`src/design/bdf_pkg.sv`:
```
// ----------------------------------------------------------------------------
// bdf_pkg
// Shared types, sizes and command codes of the bilinear fit-within downscaler.
// ----------------------------------------------------------------------------
package bdf_pkg;

   localparam int MAX_LINE       = 4096;
   localparam int LINE_ADDR_BITS = $clog2(MAX_LINE);
   localparam int MAX_CHANNELS   = 4;
   localparam int SAMPLE_BITS    = 16;
   localparam int SIZE_BITS      = 13;
   localparam int HEIGHT_CAP     = 4096;
   localparam int ROW_BITS       = $clog2(HEIGHT_CAP);
   localparam int CH_BITS        = 3;
   localparam int PIXEL_BITS     = 64;
   localparam int POS_BITS       = 32;
   localparam int RATIO_BITS     = 29;
   localparam int DIV_BITS       = 29;
   localparam int CSR_INDEX_BITS = 3;

   localparam logic [15:0] SAMPLE_MASK = 16'((17'd1 << SAMPLE_BITS) - 17'd1);
   localparam logic [RATIO_BITS-1:0] ONE_Q16 = RATIO_BITS'(65536);

   // configuration register indexes
   localparam logic [CSR_INDEX_BITS-1:0] CSR_SRC_WIDTH     = 3'd0;
   localparam logic [CSR_INDEX_BITS-1:0] CSR_SRC_HEIGHT    = 3'd1;
   localparam logic [CSR_INDEX_BITS-1:0] CSR_MAX_WIDTH     = 3'd2;
   localparam logic [CSR_INDEX_BITS-1:0] CSR_MAX_HEIGHT    = 3'd3;
   localparam logic [CSR_INDEX_BITS-1:0] CSR_CHANNEL_COUNT = 3'd4;

   // datapath commands
   localparam logic [4:0] OP_IDLE   = 5'd0;
   localparam logic [4:0] OP_ACCEPT = 5'd1;
   localparam logic [4:0] OP_FIT0   = 5'd2;
   localparam logic [4:0] OP_DIV1   = 5'd3;
   localparam logic [4:0] OP_CAP1   = 5'd4;
   localparam logic [4:0] OP_DIV2   = 5'd5;
   localparam logic [4:0] OP_CAP2   = 5'd6;
   localparam logic [4:0] OP_FIT2   = 5'd7;
   localparam logic [4:0] OP_DIVC   = 5'd8;
   localparam logic [4:0] OP_CAPC   = 5'd9;
   localparam logic [4:0] OP_DIVR   = 5'd10;
   localparam logic [4:0] OP_CAPR   = 5'd11;
   localparam logic [4:0] OP_READ   = 5'd12;
   localparam logic [4:0] OP_SCAN   = 5'd13;
   localparam logic [4:0] OP_H0     = 5'd14;
   localparam logic [4:0] OP_H1     = 5'd15;
   localparam logic [4:0] OP_V      = 5'd16;
   localparam logic [4:0] OP_NEXT   = 5'd17;
   localparam logic [4:0] OP_FIN    = 5'd18;

   typedef struct packed {
      logic [15:0] sample_0;
      logic [15:0] sample_1;
      logic [15:0] sample_2;
      logic [15:0] sample_3;
   } req_type;

   typedef struct packed {
      logic [15:0]          out_sample_0;
      logic [15:0]          out_sample_1;
      logic [15:0]          out_sample_2;
      logic [15:0]          out_sample_3;
      logic [SIZE_BITS-1:0] out_width;
      logic [SIZE_BITS-1:0] out_height;
      logic                 frame_last;
   } rsp_type;

   typedef struct packed {
      logic [4:0] op;
   } cmd_type;

   typedef struct packed {
      logic frame_start;
      logic need1;
      logic need2;
      logic div_done;
      logic bypass;
      logic emit_none;
      logic last_chan;
      logic last_out;
   } status_type;

endpackage

```
`src/design/bdf_ctrl.sv`:
```
// ----------------------------------------------------------------------------
// bdf_ctrl
// Sequencer: frame fit, line read, column/row scan and per-channel blending.
// ----------------------------------------------------------------------------
module bdf_ctrl (
   input  logic                 clock,
   input  logic                 reset,
   input  logic                 req_valid,
   input  logic                 rsp_ready,
   input  bdf_pkg::status_type  status,
   output logic                 req_ready,
   output bdf_pkg::cmd_type     cmd
);

   localparam logic [4:0] S_IDLE = 5'd0;
   localparam logic [4:0] S_FIT0 = 5'd1;
   localparam logic [4:0] S_CHK1 = 5'd2;
   localparam logic [4:0] S_D1S  = 5'd3;
   localparam logic [4:0] S_D1W  = 5'd4;
   localparam logic [4:0] S_CHK2 = 5'd5;
   localparam logic [4:0] S_D2S  = 5'd6;
   localparam logic [4:0] S_D2W  = 5'd7;
   localparam logic [4:0] S_FIT2 = 5'd8;
   localparam logic [4:0] S_DCS  = 5'd9;
   localparam logic [4:0] S_DCW  = 5'd10;
   localparam logic [4:0] S_DRS  = 5'd11;
   localparam logic [4:0] S_DRW  = 5'd12;
   localparam logic [4:0] S_READ = 5'd13;
   localparam logic [4:0] S_SCAN = 5'd14;
   localparam logic [4:0] S_H0   = 5'd15;
   localparam logic [4:0] S_H1   = 5'd16;
   localparam logic [4:0] S_V    = 5'd17;
   localparam logic [4:0] S_OUT  = 5'd18;
   localparam logic [4:0] S_FIN  = 5'd19;

   logic [4:0] state_ff, state_in;

   always_comb begin
      state_in  = state_ff;
      cmd.op    = bdf_pkg::OP_IDLE;
      req_ready = 1'b0;
      unique case (state_ff)
         S_IDLE: begin
            req_ready = 1'b1;
            if (req_valid) begin
               cmd.op   = bdf_pkg::OP_ACCEPT;
               state_in = status.frame_start ? S_FIT0 : S_READ;
            end
         end
         S_FIT0: begin
            cmd.op   = bdf_pkg::OP_FIT0;
            state_in = S_CHK1;
         end
         S_CHK1: state_in = status.need1 ? S_D1S : S_CHK2;
         S_D1S: begin
            cmd.op   = bdf_pkg::OP_DIV1;
            state_in = S_D1W;
         end
         S_D1W: begin
            if (status.div_done) begin
               cmd.op   = bdf_pkg::OP_CAP1;
               state_in = S_CHK2;
            end
         end
         S_CHK2: state_in = status.need2 ? S_D2S : S_FIT2;
         S_D2S: begin
            cmd.op   = bdf_pkg::OP_DIV2;
            state_in = S_D2W;
         end
         S_D2W: begin
            if (status.div_done) begin
               cmd.op   = bdf_pkg::OP_CAP2;
               state_in = S_FIT2;
            end
         end
         S_FIT2: begin
            cmd.op   = bdf_pkg::OP_FIT2;
            state_in = S_DCS;
         end
         S_DCS: begin
            cmd.op   = bdf_pkg::OP_DIVC;
            state_in = S_DCW;
         end
         S_DCW: begin
            if (status.div_done) begin
               cmd.op   = bdf_pkg::OP_CAPC;
               state_in = S_DRS;
            end
         end
         S_DRS: begin
            cmd.op   = bdf_pkg::OP_DIVR;
            state_in = S_DRW;
         end
         S_DRW: begin
            if (status.div_done) begin
               cmd.op   = bdf_pkg::OP_CAPR;
               state_in = S_READ;
            end
         end
         S_READ: begin
            cmd.op   = bdf_pkg::OP_READ;
            state_in = S_SCAN;
         end
         S_SCAN: begin
            cmd.op = bdf_pkg::OP_SCAN;
            priority if (status.bypass)    state_in = S_OUT;
            else if (status.emit_none)     state_in = S_FIN;
            else                           state_in = S_H0;
         end
         S_H0: begin
            cmd.op   = bdf_pkg::OP_H0;
            state_in = S_H1;
         end
         S_H1: begin
            cmd.op   = bdf_pkg::OP_H1;
            state_in = S_V;
         end
         S_V: begin
            cmd.op   = bdf_pkg::OP_V;
            state_in = status.last_chan ? S_OUT : S_H0;
         end
         S_OUT: begin
            if (rsp_ready) begin
               cmd.op   = bdf_pkg::OP_NEXT;
               state_in = status.last_out ? S_FIN : S_H0;
            end
         end
         S_FIN: begin
            cmd.op   = bdf_pkg::OP_FIN;
            state_in = S_IDLE;
         end
         default: state_in = S_IDLE;
      endcase
   end

   always_ff @(posedge clock) begin
      if (reset) begin
         state_ff <= S_IDLE;
      end else begin
         state_ff <= state_in;
      end
   end

endmodule

```
`config.mk`:
```
export PLATFORM = sky130hd
export DESIGN_NAME = bdf_ctrl
export DESIGN_NICKNAME = d
export VERILOG_FILES = /design/src/design/bdf_pkg.sv /design/src/design/bdf_ctrl.sv
export SDC_FILE = /design/constraint.sdc
export NUM_CORES = 1
export LEC_CHECK = 0
export BUFFER_PORTS_ARGS = -buffer_cell sky130_fd_sc_hd__buf_2
export CORE_MARGIN = 2
export CORE_UTILIZATION = 25
export CTS_BUF_LIST = sky130_fd_sc_hd__clkbuf_8 sky130_fd_sc_hd__clkbuf_16
export CTS_CLUSTER_SIZE = 16
export DETAILED_ROUTE_END_ITERATION = 10
export SYNTH_ARGS = -nofsm -noshare
export SYNTH_HDL_FRONTEND = slang
export SYNTH_SLANG_ARGS = --single-unit
```
`constraint.sdc`:
```
create_clock -name clock -period 3.1 [get_ports clock]
set_input_delay 0.465 -clock clock [delete_from_list [all_inputs] [get_ports clock]]
set_output_delay 0.465 -clock clock [all_outputs]
set_load 0.02 [all_outputs]
```
Word-level counts from Yosys, hierarchy flattened --
Index checks and enable logic that the tools add are counted. Widths: inputs -> output; s select.
Word-level totals: flip-flop bits (word level) 5, bits in latches 0, bits in writable memories 0, bits in read-only memories 0, bits of input ports 12, output and inout bits 6, memories 0
Cells by class: add/sub/neg operators 0, multipliers 0, divide/modulo/power cells 0, magnitude comparators 0, equality and inequality tests 25, shift-type cells 0, multiplexer cells 22, bitwise gates (word level) 0, reduce and logical (&&, ||, !) cells 2
Operators with widths (number):
- $pmux 5 s19 | 1
- $pmux 5 s18 | 1
- $mux 5 | 11
- $eq 5x4->1 const B | 8
- $eq 5x3->1 const B | 4
- $eq 5x5->1 const B | 4
- $mux 4 | 4
- $ne 2x2->1 const B | 6
- $eq 5x2->1 const B | 2
- $mux 3 | 3
- $reduce_and 6->1 | 1
- $eq 5x1->1 const B | 1
- $logic_not 5->1 | 1
- $mux 1 | 2

Logic depth before layout (Yosys ltp) --
depth in word-level cells 3, gate-level depth with buffers 7, mapped depth without buffers 5

Least setup slack after synthesis --
OpenSTA, ideal clock, no wires.
kind reg2out, start register state_ff[1], end output cmd[0] (netlist bit), arrival 1755 ps, slack 880 ps, stages on the path, launching flop included 7, path through dfxtp_1 buf_2 buf_2 buf_2 nor3_1 a22oi_1 o21ai_0
RTL lines:
- start, declared | RTL line bdf_ctrl.sv:36 | logic [4:0] state_ff, state_in;
- start signal, assigned | RTL line bdf_ctrl.sv:140 | state_ff <= state_in;
- end, declared | RTL line bdf_ctrl.sv:12 | output bdf_pkg::cmd_type cmd

==> results.toml <==
[status]
outcome = "finished clean"

[placed_design]
place_congestion = 0.901
hpwl_mm = 1.56
numPortBuffers = 17
place_ws_ns = 1.06

[logic_synthesis]
synth_seq_area_share = 0.130
netlist_area_um2 = 768
synth_area_per_cell_um2 = 6.68
synthTopCellsByCount = "12 x a21oi_1, 12 x nor2_1, 10 x nand2_1, 10 x o21ai_0, 6 x buf_2"
netlist-cell-type-count = 44
synth_ff_type = "dfxtp_1"
synth-edff-count = 0
synth_top_area_cell = "dfxtp_1"
synth_nets = 127
syn_inst = 115
synth_seq_cells = 5
synth_warnings = 0
synthTopCellsByArea = "dfxtp_1 13%, a21oi_1 7.8%, o21ai_0 6.5%"
yosysTopAreaCellShare = 0.130
synth_async_sr_flop_share = 0

[floorplan]
dieArea_um2 = 3530
core_um2 = 2980
io_pins = 18
fp.dieW_um = 59.4
num_rows = 20
die_height_um = 59.4
start_util = 0.258

[route]
dr.pass1.iters = 4
avgViaCountPerCell = 5.79
drc = 0
wl_mm = 2.17
wl_per_cell_um = 13.7
antenna_left = 0
drtIter0Drc = 33
vias = 915

[power]
p_leak_nw = 0.310
ir_drop_mv = 0.327
power_density_nw_per_um2 = 997
p_total_uw = 881

[finish]
drive_gt1_frac = 0.240
largestRegisters = "state_ff (5)"
largest_reg_flops = 5
nets = 138
top_register = "state_ff"
syn_to_final_growth_pct = 15.0
diodes = 0

[critical_path]
reg2reg_to = "state_ff[3]$_SDFFE_PP0P_"
r2r_start = "state_ff[0]$_SDFFE_PP0P_"
end_kind = "output pin"
crit_family = "flip-flops"
critPathKind = "reg -> out"
critical_path.slowest_cell = "dfxtp_1"
worst-path-max-fanout = 20
critPathMaxStageDelay_ns = 0.69
arrival_ns = 1.85
reg2reg_depth = 5
path_buf_inv = 2
r2r_setup_slack_ns = 1.07
worstPathRequired_ns = 2.63
crit_path_start_kind = "flip-flop"
path_cells = "inv_1, a21oi_1, o211ai_1, a22oi_1, o22ai_1, buf_2"

[grt]
antenna_found_initial = 0
grt_pass1_wl_mm = 3.33
grt_pass1_vias = 731
grt_max_degree = 25
grt_overflow = 0
track_usage = 0.124

[timing]
slew_viol_final = 0
fin_skew_ns = 0.00120
tns_ns = 0
setup_ws_ns = 0.781
timing.hold.ws_ns = 0.494
setup_viol_count_final = 0
maxSlewHeadroom = 0.477
period_share = 0.748
tightest_slew_ns = 0.783
rsz0062_at_grt = "false"
max_clock_freq_mhz = 431
hold_viol = 0
final.min_clock_period_ns = 2.32

[cts]
clkSinkCount = 5
cts_resized = 0
clockBufferDepth = 2
hold_buffers = 0
htreeDepth = 1
post_cts_buffers = 0
insertion_delay_ns = 0.22
path_clk_slew_ns = 0.04
cts_tree = "yes"
root_buffer = "clkbuf_8"
numCtsBuffers = 3

[hold_path]
min_to = "state_ff[1]$_SDFFE_PP0P_"
min-delay-path-class = "in -> reg"
hp-start = "reset"
hold_depth = 2

[run]
drv_cap = 0
-- metrics by stage --
stage / cell area, um^2 / utilization / instances
CTS: 883 / 0.297 / 158
global route: 883 / 0.297 / 158
global placement: 838 / 0.282 / 154
floorplan: 768 / - / 115
detailed placement: 838 / 0.282 / 154
finish: 883 / 0.297 / 158
-- cell type report --
type	instances	area, um^2
Clock buffer	3	41.3
Sequential cell	5	100
Fill cell	329	2090
Tap cell	33	41.3
Clock inverter	1	3.75
Timing Repair Buffer	18	92.6
Multi-Input combinational cell	93	586
Inverter	5	18.8
-- worst max path at each step --
stage	depth (start not counted)	end	startpoint
finish	6	cmd[2]	state_ff[3]$_SDFFE_PP0P_
global route	6	cmd[2]	state_ff[3]$_SDFFE_PP0P_
CTS	5	cmd[0]	state_ff[0]$_SDFFE_PP0P_
detailed placement	5	cmd[0]	state_ff[0]$_SDFFE_PP0P_
global placement	5	cmd[0]	state_ff[0]$_SDFFE_PP0P_
floorplan	6	cmd[0]	state_ff[1]$_SDFFE_PP0P_
-- power by group --
group          switching [mW]  internal [mW]  total, mW
sequential              0.118         0.0895      0.207
clock                  0.0353         0.0852      0.120
combinational           0.331          0.222      0.553
total                   0.484          0.397      0.881
-- cell usage in the layout (no fill, tap or decap), types with 2 or more instances in the layout --
cell	instances
buf_2	17
nor2_1	12
a21oi_1	12
nand2_1	10
o21ai_0	10
inv_1	6
dfxtp_1	5
nor3_1	4
nand3_1	4
or2_2	3
clkbuf_8	3
o211ai_1	2
a31oi_1	2
a22oi_1	2
nor4_1	2
o32ai_1	2
o21ai_1	2
-- routing by layer --
metal / share of wire / track usage
met2: 0.47 / 0.177
met5: 0 / 0
met1: 0.44 / 0.172
met3: 0.082 / 0.0437
met4: 0.013 / 0.0390
-- cells by family (layout without fill, tap and decap cells) --
group,count (synthesis),after routing,share of synthesized area
buffers and inverters,17,27,0.107
AOI/OAI and AO/OA,43,43,0.397
DFF,5,5,0.130
and+or+nand+nor,50,50,0.365
Power figures use the tool's default switching activity.
